**config.mk**
```make
export PLATFORM = sky130hd
export DESIGN_NAME = elevator_scan_scheduler_core
export DESIGN_NICKNAME = d
export VERILOG_FILES = /design/src/hdl/esc_pkg.sv /design/src/hdl/elevator_scan_scheduler_core.sv
export SDC_FILE = /design/constraint.sdc
export NUM_CORES = 1
export LEC_CHECK = 0
export BUFFER_PORTS_ARGS = -buffer_cell sky130_fd_sc_hd__buf_2
export CORE_ASPECT_RATIO = 0.6
export CORE_UTILIZATION = 45
export DETAILED_ROUTE_END_ITERATION = 6
export SYNTH_ARGS = -nofsm -noshare
export SYNTH_HDL_FRONTEND = slang
export SYNTH_SLANG_ARGS = --single-unit
```
**constraint.sdc**
```tcl
create_clock -name clk -period 13.5 [get_ports clk]
set_clock_uncertainty 0.2 [all_clocks]
set_input_delay 2.7 -clock clk [delete_from_list [all_inputs] [get_ports clk]]
set_output_delay 2.7 -clock clk [all_outputs]
set_load 0.1 [all_outputs]
```
**src/hdl/esc_pkg.sv**
```systemverilog
// esc_pkg: shared types and codes for the elevator scan scheduler.
// No dependencies; used by elevator_scan_scheduler_core.
`timescale 1ns / 1ps

package esc_pkg;

  localparam int FLOOR_W = 5;

  typedef logic [FLOOR_W-1:0] floor_t;
  typedef logic [1:0]         op_t;

  localparam op_t OP_CAB  = 2'd0;
  localparam op_t OP_UP   = 2'd1;
  localparam op_t OP_DOWN = 2'd2;
  localparam op_t OP_RUN  = 2'd3;

  localparam floor_t NUM_FLOORS_RST = 5'd16;

endpackage

```
**src/hdl/elevator_scan_scheduler_core.sv**
```systemverilog
// Elevator SCAN scheduler: pending request sets plus a one-floor-per-cycle sweep sequencer.
// Depends on esc_pkg.
// Request words only set pending bits. For a run word, one floor of the three sweeps is
// checked per cycle by the shared visit compare unless the output is stalled, then the
// held final word is flushed, with in_ready low. Words leave through one output register.
// Sync reset (rst_n low) clears all pending sets and sets num_floors to 16.
`timescale 1ns / 1ps

module elevator_scan_scheduler_core #(
  parameter int MAX_FLOORS = 16
) (
  input  logic                  clk,
  input  logic                  rst_n,
  input  logic                  cfg_wr_en,
  input  esc_pkg::floor_t       cfg_wr_data,
  input  logic                  in_valid,
  output logic                  in_ready,
  input  esc_pkg::op_t          in_op,
  input  esc_pkg::floor_t       in_floor,
  output logic                  out_valid,
  input  logic                  out_ready,
  output esc_pkg::floor_t       out_visited_floor,
  output logic                  out_last
);

  localparam int IDX_W   = (MAX_FLOORS > 1) ? $clog2(MAX_FLOORS) : 1;
  localparam int TOP_CAP = (MAX_FLOORS > 31) ? 31 : MAX_FLOORS;
  localparam esc_pkg::floor_t TOP_CAP_F = esc_pkg::FLOOR_W'(TOP_CAP);
  localparam esc_pkg::floor_t FLOOR_ONE = esc_pkg::FLOOR_W'(1);

  localparam logic [1:0] ST_IDLE  = 2'd0;
  localparam logic [1:0] ST_SWEEP = 2'd1;
  localparam logic [1:0] ST_FLUSH = 2'd2;

  localparam logic [1:0] PH_FIRST  = 2'd0;
  localparam logic [1:0] PH_SECOND = 2'd1;
  localparam logic [1:0] PH_THIRD  = 2'd2;

  logic [1:0]            state_r, state_nxt;
  logic [1:0]            phase_r, phase_nxt;
  esc_pkg::floor_t       pos_r, pos_nxt;
  esc_pkg::floor_t       cur_r, cur_nxt;
  esc_pkg::floor_t       top_r, top_nxt;
  logic                  first_up_r, first_up_nxt;
  esc_pkg::floor_t       num_floors_r, num_floors_nxt;
  logic [MAX_FLOORS-1:0] cab_r, cab_nxt;
  logic [MAX_FLOORS-1:0] up_r, up_nxt;
  logic [MAX_FLOORS-1:0] dn_r, dn_nxt;
  esc_pkg::floor_t       hold_r, hold_nxt;
  logic                  out_valid_r, out_valid_nxt;
  esc_pkg::floor_t       out_floor_r, out_floor_nxt;
  logic                  out_last_r, out_last_nxt;

  esc_pkg::floor_t       top_eff, run_cur, target;
  logic [IDX_W-1:0]      req_idx, pos_idx;
  logic                  req_ok, dir_up, hit_cab, hit_call, serve, out_free, advance;

  assign in_ready          = (state_r == ST_IDLE);
  assign out_valid         = out_valid_r;
  assign out_visited_floor = out_floor_r;
  assign out_last          = out_last_r;
  assign out_free          = !out_valid_r || out_ready;

  // sweep top clamped into 1..min(MAX_FLOORS, 31); run start floor clamped into 1..top
  always_comb begin
    if (num_floors_r == '0) begin
      top_eff = FLOOR_ONE;
    end else if (num_floors_r > TOP_CAP_F) begin
      top_eff = TOP_CAP_F;
    end else begin
      top_eff = num_floors_r;
    end
    if (in_floor < FLOOR_ONE) begin
      run_cur = FLOOR_ONE;
    end else if (in_floor > top_eff) begin
      run_cur = top_eff;
    end else begin
      run_cur = in_floor;
    end
  end

  assign req_ok  = (in_floor >= FLOOR_ONE) && (in_floor <= TOP_CAP_F);
  assign req_idx = IDX_W'(in_floor - FLOOR_ONE);
  assign pos_idx = IDX_W'(pos_r - FLOOR_ONE);

  // sweep direction and end floor for the current phase
  always_comb begin
    dir_up = first_up_r ? (phase_r != PH_SECOND) : (phase_r == PH_SECOND);
    unique case (phase_r)
      PH_FIRST:  target = first_up_r ? top_r : FLOOR_ONE;
      PH_SECOND: target = first_up_r ? FLOOR_ONE : top_r;
      default:   target = cur_r;
    endcase
  end

  // shared visit unit: one floor checked per cycle unless the output is stalled
  assign hit_cab  = cab_r[pos_idx];
  assign hit_call = dir_up ? up_r[pos_idx] : dn_r[pos_idx];
  assign serve    = hit_cab || hit_call;
  assign advance  = !serve || out_free;

  always_comb begin
    state_nxt      = state_r;
    phase_nxt      = phase_r;
    pos_nxt        = pos_r;
    cur_nxt        = cur_r;
    top_nxt        = top_r;
    first_up_nxt   = first_up_r;
    num_floors_nxt = num_floors_r;
    cab_nxt        = cab_r;
    up_nxt         = up_r;
    dn_nxt         = dn_r;
    hold_nxt       = hold_r;
    out_valid_nxt  = out_valid_r && !out_ready;
    out_floor_nxt  = out_floor_r;
    out_last_nxt   = out_last_r;

    if (cfg_wr_en) begin
      num_floors_nxt = cfg_wr_data;
    end

    unique case (state_r)
      ST_IDLE: begin
        if (in_valid) begin
          if (in_op == esc_pkg::OP_RUN) begin
            // starting floor waits in hold until we know whether it is the last word
            hold_nxt     = run_cur;
            cur_nxt      = run_cur;
            top_nxt      = top_eff;
            pos_nxt      = run_cur;
            phase_nxt    = PH_FIRST;
            first_up_nxt = ((run_cur - FLOOR_ONE) >= (top_eff - run_cur));
            state_nxt    = ST_SWEEP;
          end else if (req_ok) begin
            unique case (in_op)
              esc_pkg::OP_CAB: cab_nxt[req_idx] = 1'b1;
              esc_pkg::OP_UP:  up_nxt[req_idx]  = 1'b1;
              default:         dn_nxt[req_idx]  = 1'b1;
            endcase
          end
        end
      end
      ST_SWEEP: begin
        if (advance) begin
          if (serve) begin
            out_valid_nxt = 1'b1;
            out_floor_nxt = hold_r;
            out_last_nxt  = 1'b0;
            hold_nxt      = pos_r;
            if (hit_cab) begin
              cab_nxt[pos_idx] = 1'b0;
            end else if (dir_up) begin
              up_nxt[pos_idx] = 1'b0;
            end else begin
              dn_nxt[pos_idx] = 1'b0;
            end
          end
          if (pos_r == target) begin
            // next sweep starts again at the turning floor
            if (phase_r == PH_THIRD) begin
              state_nxt = ST_FLUSH;
            end else begin
              phase_nxt = phase_r + 2'd1;
            end
          end else if (dir_up) begin
            pos_nxt = pos_r + FLOOR_ONE;
          end else begin
            pos_nxt = pos_r - FLOOR_ONE;
          end
        end
      end
      ST_FLUSH: begin
        if (out_free) begin
          out_valid_nxt = 1'b1;
          out_floor_nxt = hold_r;
          out_last_nxt  = 1'b1;
          state_nxt     = ST_IDLE;
        end
      end
      default: state_nxt = ST_IDLE;
    endcase
  end

  always_ff @(posedge clk) begin
    if (!rst_n) begin
      state_r      <= ST_IDLE;
      phase_r      <= PH_FIRST;
      pos_r        <= '0;
      first_up_r   <= 1'b0;
      num_floors_r <= esc_pkg::NUM_FLOORS_RST;
      cab_r        <= '0;
      up_r         <= '0;
      dn_r         <= '0;
      out_valid_r  <= 1'b0;
    end else begin
      state_r      <= state_nxt;
      phase_r      <= phase_nxt;
      pos_r        <= pos_nxt;
      first_up_r   <= first_up_nxt;
      num_floors_r <= num_floors_nxt;
      cab_r        <= cab_nxt;
      up_r         <= up_nxt;
      dn_r         <= dn_nxt;
      out_valid_r  <= out_valid_nxt;
    end
  end

  always_ff @(posedge clk) begin
    cur_r       <= cur_nxt;
    top_r       <= top_nxt;
    hold_r      <= hold_nxt;
    out_floor_r <= out_floor_nxt;
    out_last_r  <= out_last_nxt;
  end

endmodule

```
== Word-level counts from Yosys, hierarchy flattened ==
Cells that the tools add are included.
Operators by class
  muxes and demuxes: 79
  $lt $le $gt $ge: 10
  add/subtract/negate cells: 6
  reductions and logical operators: 26
  bitwise operators: 7
  equal/unequal tests: 26
Operator list (count)
  2-to-1 mux 16 bit: 23
  case mux 16 bit (2 select lines): 3
  2-to-1 mux 5 bit: 16
  AND 16 bit: 3
  OR 16 bit: 3
  case mux 5 bit (2 select lines): 4
  inequality test 2 bit, second input constant: 14
  2-to-1 mux 2 bit: 11
  AND reduction 9 bit: 2
  NOT 16 bit: 1
  2-to-1 mux 1 bit: 13
  binary-select mux 1 bit (select 4 bit): 3
  AND reduction 6 bit: 2
  < comparator 4 x 5 -> 1 bit, second input constant: 2
  inequality test 2 x 1 -> 1 bit, second input constant: 5
  AND reduction 5 bit: 2
  subtractor 5 x 1 -> 5 bit, second input constant: 2
  demux 1 bit (select 4 bit): 2
  >= comparator 4 x 1 -> 1 bit, second input constant: 2
  AND reduction 8 bit: 1
  == test 2 x 1 -> 1 bit, second input constant: 3
  == test 2 bit, second input constant: 3
  logical NOT 2 bit: 3
  case mux 2 bit (3 select lines): 1
  21 further kinds: 30
Word-level totals
  register bits after elaboration: 85
  input port bits: 17

== Logic depth before layout (Yosys ltp) ==
Gate-level depths: netlist of the first run.
  depth in word-level cells: 12
  mapped depth: 19

== Worst setup path before layout of the first run ==
Ideal clock, no wire load.
  kind: input to register
  start: in in_floor[1]
  end: reg first_up_r
  arrival: 5.493 ns
  stages: 15
  required time: 13.148 ns
  library setup time: 0.152 ns
  slack: 7.655 ns
  cell sequence: ha_1 > nor2b_1 > o211ai_1 > a31oi_1 > mux2i_1 > or2_2 > clkbuf_1 > ha_1 > xor2_1 > ha_1 > a21o_1 > a21oi_1 > o21ai_0 > a21oi_1 > a21oi_1
Between the ends
  longest elaborated chain between the ends: 5
  elaborated cells on any way between the ends: 7
  classes of those cells: 2 x add/sub; 3 x order compare; 2 x mux
Ends and longest elaborated chain
  start: declaration: RTL line elevator_scan_scheduler_core.sv:19  | input esc_pkg::floor_t in_floor,
  greater-than comparator 5 bit: RTL line elevator_scan_scheduler_core.sv:75  | end else if (in_floor > top_eff) begin
  2-to-1 mux 5 bit: RTL line elevator_scan_scheduler_core.sv:75
  2-to-1 mux 5 bit (*): RTL line elevator_scan_scheduler_core.sv:73  | if (in_floor < FLOOR_ONE) begin
  subtractor 5 x 1 -> 5 bit or subtractor 5 bit (tied branches): RTL line elevator_scan_scheduler_core.sv:132  | first_up_nxt = ((run_cur - FLOOR_ONE) >= (top_eff - run_cur));
  >= comparator 5 bit (*): RTL line elevator_scan_scheduler_core.sv:132
  end signal: assignment: RTL line elevator_scan_scheduler_core.sv:199  | first_up_r <= first_up_nxt;
  end: declaration: RTL line elevator_scan_scheduler_core.sv:44  | logic first_up_r, first_up_nxt;
Every way passes the cells marked *; elsewhere a longest branch is shown, timed or not.
A chain may end at the register's enable or synchronous reset.

== Worst setup path in the final report of the first run ==
  start: in in_floor[1]
  end: reg first_up_r
Between the ends
  longest elaborated chain between the ends: 5
  elaborated cells on any way between the ends: 7
  classes of those cells: 2 x add/sub; 3 x order compare; 2 x mux
Ends and longest elaborated chain
  greater-than comparator 5 bit: RTL line elevator_scan_scheduler_core.sv:75
  2-to-1 mux 5 bit: RTL line elevator_scan_scheduler_core.sv:75
  2-to-1 mux 5 bit (*): RTL line elevator_scan_scheduler_core.sv:73
  via run_cur[1]: RTL line elevator_scan_scheduler_core.sv:54  | esc_pkg::floor_t top_eff, run_cur, target;
  subtractor 5 x 1 -> 5 bit or subtractor 5 bit (tied branches): RTL line elevator_scan_scheduler_core.sv:132
  >= comparator 5 bit (*): RTL line elevator_scan_scheduler_core.sv:132
The timed path passes the listed nets; every way through them passes the cells marked *.

==> impl_results.md, run 1 <==
- Status: finished, final reports clean
- Slew Viols, Final: 0
- I/O pins: 25
- Library cells used by synthesis: 56
- Post-synthesis sequential area ratio: 37.78%
- Mapped cell area: 5060 um^2
- Minimum clock period: 6020 ps
- Hold Crit Start: hold_r[3]
- # port buffers: 24
- Critical path peak fanout: 13
- TritonCTS buffer count: 9
- Total die area: 11690 um^2
- Cells after DPL: 713
- Critical path arrival: 6000 ps
- M1 wire length: 7291 um
- Root Driver: clkbuf_16
- CTS Hold Buffers Added: 0
- Max-Slew Margin vs Limit: 30.69%
- WL met3: 1555 um
- First-pass GRT wire length: 23230 um
- CTS tree: done
- Clock Latency Late Sink: 340 ps
- Fmax: 166.1 MHz
- DR WL/cell: 20.19 um
- Total power per unit cell area: 143.5 nW/um^2
- GPL Wtd Cong: 0.9317
- Vias in the first global route: 4138
- Hold path endpoint: out_visited_floor[3]
- Total grt overflow: 0
- First-pass iteration count of the detailed router: 7
- Maxcap violations: 0
- Synthesized Nets: 623
- P_leak: 1.983 nW
- Largest net degree at the start of global routing: 58
- CP Data Required Time: 13480 ps
- Reg2Reg Depth: 8
- RSZ-0062 raised after global routing: false
- Initial antenna violation count: 0
- N_diodes: 0
- RR Endpoint: hold_r[1]
- Worst setup path class: input port to register
- Antenna-violating nets left: 0
- Crit start category: input port
- Syn_area_per_cell: 8.694 um^2
- R2r setup slk: 7910 ps
- Setup TNS: 0 ps
- Main synth FF type: dfxtp_1
- Period utilization: 44.59%
- Final Util: 51.85%
- Yosys reg bits: 85
- DIE HEIGHT: 84.14 um
- Tot GR Track Use: 26.08%
- # clock sinks: 85
- # fillers: 1008
- Initial DRC count: 561
- Initial Utilization: 47.11%
- Core area: 10740 um^2
- Max rail drop VDD: 0.00007969 V
- Setup Viol. Count Final: 0
- Synth async-reset ratio: 0%
- Drc violations: 0
- Slew @ Worst Pin: 1040 ps
- Area grow syn2layout: 10.06%
- DP Wirelength: 10770 um
- WL final: 14720 um
- Post-Syn Instances: 582
- Post-CTS sizing: 0
- Worst r2r src: pos_r[0]
- Top Metal Used: met4
- Final cell count without fillers: 729
- Share of layout cells above drive strength 1: 13.56%
- Nets: 626
- Detailed-route via count: 4576
- Hold/Removal Path Class: register to register
- Cell Rows: 29
- Synth Warn #: 0
- Clk buf depth: 2
- Met2 routed WL: 5700 um
- Setup repair bufs after CTS: 0
- Clock transition at path regs: 60 ps
- Post-synth EDFFs: 21
- CP Capture Type: register
- Die W: 138.9 um
- Hold Path Depth: 0
- H-tree levels: 3
- Vias per inst: 6.277
- Final hold vios: 0
## report_power, final
group          internal (mW)  switching (mW)
sequential             0.276          0.0157
combinational         0.0726           0.162
clock                  0.170           0.103
total                  0.519           0.280
## stage by stage
step                      setup slack [ps]  total power, mW  area, um^2  hold slack, ps
after floorplan                       7655           0.4693        5060           200.3
after global placement                7238           0.5214        5238           206.5
after detailed placement              7156           0.5237        5238           205.4
after CTS                             7505           0.7955        5569           220.3
after global routing                  7154           0.8324        5569           228.4
final                                 7480           0.7990        5569           218.3
## cell usage in the layout, fill, tap and decap left out, drive strengths merged, types with 5 or more instances in the layout
| master | Yosys | final |
|---|---|---|
| a21oi | 56 | 56 |
| a31oi | 10 | 10 |
| and2 | 7 | 7 |
| buf | 3 | 29 |
| clkbuf | 34 | 14 |
| dfxtp | 64 | 64 |
| edfxtp | 21 | 21 |
| ha | 23 | 23 |
| inv | 35 | 36 |
| mux2i | 17 | 17 |
| mux4 | 7 | 7 |
| nand2 | 55 | 55 |
| nand2b | 5 | 5 |
| nand3 | 23 | 23 |
| nand4 | 6 | 6 |
| nor2 | 46 | 46 |
| nor2b | 8 | 8 |
| nor3 | 20 | 20 |
| o2111ai | 6 | 6 |
| o21ai | 25 | 25 |
| o221a | 20 | 20 |
| o221ai | 14 | 14 |
| o22ai | 6 | 6 |
| xnor2 | 9 | 9 |
| xor2 | 6 | 6 |
## critical path, cell delays in order
cell      delay (ps)
buf_2            170
ha_1             310
nor2b_1          130
o211ai_1         110
a31oi_1          540
mux2i_1          230
or2_2            170
inv_1            110
fa_1             440
xor2_1           160
ha_1             290
a21o_1           160
a21oi_1          120
o21ai_0          100
a21oi_1          170
a21oi_1           80
## layer usage
layer,vias up,global-route usage (%)
met5,-,0
met4,0,7.273
met3,16,8.157
met2,217,34.76
met1,2187,39.58
li1,2156,-
## Yosys cell counts, types with 2 or more instances
cell type / instances / area, um^2
o21ai_0: 24 / 120.1
o221ai_1: 14 / 122.6
xor2_1: 6 / 52.55
and2_1: 7 / 43.79
nor3_1: 20 / 100.1
o221a_2: 20 / 225.2
nand2_1: 55 / 206.5
dfxtp_1: 64 / 1281
a31o_2: 4 / 35.03
nand3_1: 23 / 115.1
mux4_2: 7 / 157.7
o211ai_1: 4 / 30.03
a211oi_1: 2 / 15.01
or4_1: 2 / 15.01
buf_6: 2 / 22.52
inv_1: 35 / 131.4
ha_1: 23 / 287.8
a21oi_1: 56 / 280.3
edfxtp_1: 21 / 630.6
a221o_1: 2 / 20.02
a21o_1: 4 / 30.03
and3_1: 3 / 18.77
nand4_1: 6 / 37.54
o31a_1: 3 / 26.28
a32oi_1: 2 / 17.52
nand2b_1: 5 / 31.28
or2_2: 3 / 18.77
nor2_1: 46 / 172.7
nor4_1: 3 / 18.77
or3_1: 4 / 25.02
a22oi_1: 4 / 30.03
nor2b_1: 8 / 50.05
o2111ai_1: 6 / 52.55
o22ai_1: 6 / 37.54
a31oi_1: 10 / 62.56
mux2i_1: 17 / 170.2
clkbuf_1: 34 / 127.6
xnor2_1: 9 / 78.83
## state kept, by name, summed over array words and instances, names as in the netlist, 5 cells and up
register / flops
out_visited_floor: 5
up_r: 16
cur_r: 5
num_floors_r: 5
cab_r: 16
hold_r: 5
top_r: 5
pos_r: 5
dn_r: 16
## how the worst max path moves through the flow
stage                start    endpoint  slack [ps]  cells after the start
6_report       in_floor[1]  first_up_r        7480                     16
3_5_place_dp   in_floor[1]  first_up_r        7160                     16
3_3_place_gp   in_floor[1]  first_up_r        7240                     16
2_1_floorplan  in_floor[1]  first_up_r        7660                     15
5_1_grt        in_floor[1]  first_up_r        7150                     16
4_1_cts        in_floor[1]  first_up_r        7510                     16
## layout make-up
class                   count  area (um^2)  share of cell area, %
clock buffers              14        295.3                  5.302
clock inverters             2        36.28                 0.6515
inverters                  35        131.4                  2.359
multi-input cells         425         2863                  51.40
flip-flops and latches     85         1912                  34.33
well taps                 139        173.9                  3.123
repair buffers             29        157.7                  2.831
## cell families after synthesis
family | after synthesis | synth area share (%)
compound gates | 169 | 23.07
mux | 25 | 6.701
fa+ha+maj | 24 | 6.083
buf+inv | 72 | 5.638
xor+xnor | 15 | 2.597
flops | 85 | 37.78
simple gates | 192 | 18.13
No activity file was read; power rests on OpenSTA's default activity.
==> run 2: changes to the inputs <==
==> constraint.sdc (replaced) <==
create_clock -name clk -period 4.9 [get_ports clk]
set_clock_uncertainty 0.2 [all_clocks]
set_input_delay 0.98 -clock clk [delete_from_list [all_inputs] [get_ports clk]]
set_output_delay 0.98 -clock clk [all_outputs]
set_load 0.1 [all_outputs]
==> impl_results.md, run 2 (synthesis gave the netlist of run 1 again) <==
- Clock transition at path regs: 60 ps (about the same)
- Commonest non-fill, non-tap cell in the layout: dfxtp_1
- Clock Latency Late Sink: 340 ps (about the same)
- Critical path arrival: 4370 ps (-1630 ps)
- Worst slack, placed: 458.6 ps (-6698 ps)
- # fillers: 1010 (+0.20%)
- Initial antenna violation count: 0 (unchanged)
- Final hold vios: 0 (unchanged)
- Max rail drop VDD: 0.0001836 V (+130%)
- Total die area: 11690 um^2 (unchanged)
- Critical path's slowest cell: ha_1
- Die W: 138.9 um (unchanged)
- Slew Viols, Final: 0 (unchanged)
- Drc violations: 4 (+4)
- Root Driver: clkbuf_16
- Hold path endpoint: out_visited_floor[3]
- RSZ-0062 raised after global routing: false
- Total power per unit cell area: 390.8 nW/um^2 (+170%)
- Max-Slew Margin vs Limit: 37.40% (+6.7 points)
- TritonCTS buffer count: 9 (unchanged)
- Crit start category: register
- P_leak: 2.001 nW (+0.90%)
- Hold Crit Start: hold_r[3]
- Slew @ Worst Pin: 935.5 ps (-104.1 ps)
- R2r setup slk: 590 ps (-7320 ps)
- CTS tree: done
- H-tree levels: 3 (unchanged)
- CP cell instances: inv_1 > ha_1 > buf_4 > mux4_2 > mux2i_1 > nor3_1 > a31o_2 > o31a_1 > or4b_4 > or4_1 > a31oi_1
- Initial DRC count: 449 (-20%)
- Tot GR Track Use: 26.92% (+0.84 points)
- Most frequent cells in the layout: dfxtp_1, a21oi_1, nand2_1
- Final Util: 52.17% (+0.31 points)
- Worst setup path class: register to register
- Hold/Removal Path Class: register to register
- Minimum clock period: 4307 ps
- Setup repair bufs after CTS: 0 (unchanged)
- Area of the multi-input gates: 2863 um^2 (unchanged)
- N_diodes: 0 (unchanged)
- Maxcap violations: 0 (unchanged)
- CP Data Required Time: 4960 ps (-8520 ps)
- Core area: 10740 um^2 (unchanged)
- Vias per inst: 6.262 (-0.24%)
- Largest net degree at the start of global routing: 57 (-1.7%)
- Clk buf depth: 2 (unchanged)
- Final WS setup: 593.3 ps (-6887 ps)
- Post-CTS sizing: 0 (unchanged)
- Regs by FF count: cab_r x16, dn_r x16, up_r x16
- Fmax: 232.2 MHz
- Total grt overflow: 0 (unchanged)
- Detailed-route via count: 4609 (+0.72%)
- Setup Viol. Count Final: 0 (unchanged)
- CP peak stage delay: 600 ps (+60 ps)
- CP Capture Type: register
- First-pass GRT wire length: 24010 um (+3.3%)
- # port buffers: 24 (unchanged)
- DP Wirelength: 11200 um (+4.0%)
- WL final: 14920 um (+1.4%)
- Worst r2r src: pos_r[1]
- Initial Utilization: 47.11% (unchanged)
- Setup TNS: 0 ps (unchanged)
- Nets: 633 (+1.1%)
- First-pass iteration count of the detailed router: 7 (unchanged)
- Status: finished with violations
- Worst Hold Slack: 219.4 ps (+1.075 ps)
- Reg2Reg Depth: 11 (+3)
- GPL Wtd Cong: 0.9369 (+0.56%)
- Cell Rows: 29 (unchanged)
- DIE HEIGHT: 84.14 um (unchanged)
- Hold Path Depth: 0 (unchanged)
- Vias in the first global route: 4315 (+4.3%)
- Failing checks: DRC
- DR WL/cell: 20.27 um (+0.42%)
- Critical path peak fanout: 9 (-4)
- Share of layout cells above drive strength 1: 14.41% (+0.85 points)
- I/O pins: 25 (unchanged)
- Antenna-violating nets left: 0 (unchanged)
- Area grow syn2layout: 10.73%
- RR Endpoint: phase_r[0]
- Period utilization: 87.89%
- # clock sinks: 85 (unchanged)
- Sequential cell area: 1912 um^2 (unchanged)
- Pwr Total: 2.190 mW (+170%)
- CTS Hold Buffers Added: 0 (unchanged)
==> run 2: cell types whose count changed in the layout (fill, tap and decap cells not counted) <==
cell / before / now
buf_4: 5 / 12
clkbuf_1: 1 / 2
clkbuf_8: 3 / 0
clkinv_4: 0 / 2
clkinvlp_4: 0 / 1
inv_4: 1 / 0
==> run 2: metrics by stage <==
| step | instance area, um^2 | std cells |
|---|---|---|
| final | 5603 | 736 |
| after floorplan | 5060 | 582 |
| after detailed placement | 5290 | 720 |
| after global routing | 5603 | 736 |
| after CTS | 5603 | 736 |
| after global placement | 5290 | 720 |
==> run 2: cell type report <==
type	instances	share of cell area [%]
Clock buffer	12	4.600
Clock inverter	4	0.9826
Inverter	35	2.345
Multi-Input combinational cell	425	51.09
Sequential cell	85	34.12
Tap cell	139	3.104
Timing Repair Buffer	36	3.752
==> run 2: where the power goes <==
group | internal [mW] | switching (mW)
combinational | 0.217 | 0.462
clock | 0.428 | 0.290
sequential | 0.760 | 0.0323
==> run 2: worst max-delay path by stage <==
stage | depth (start not counted) | endpoint | startpoint | slack [ps]
2_1_floorplan | 15 | phase_r[0] | pos_r[0] | 490
3_3_place_gp | 18 | first_up_r | in_floor[1] | 640
3_5_place_dp | 17 | first_up_r | in_floor[1] | 460
4_1_cts | 8 | hold_r[1] | pos_r[1] | 660
5_1_grt | 19 | first_up_r | num_floors_r[1] | 380
6_report | 11 | phase_r[0] | pos_r[1] | 590
==> run 2: per-layer routing <==
metal / global-route usage [%] / vias to the layer above / routed length [um]
met1: 41.56 / 2189 / 7451
met2: 36.13 / 224 / 5737
met5: 0 / - / 0
met4: 7.980 / 0 / 201
met3: 6.674 / 25 / 1532
li1: - / 2171 / -
==> run 2: critical path: cells and delay by family, from the launching register on <==
family,cells,cell delay (ps)
AOI/OAI and AO/OA,3,790
adders and majority gates,1,600
buffers and inverters,2,430
DFF,1,550
muxes,2,630
and+or+nand+nor,3,1020
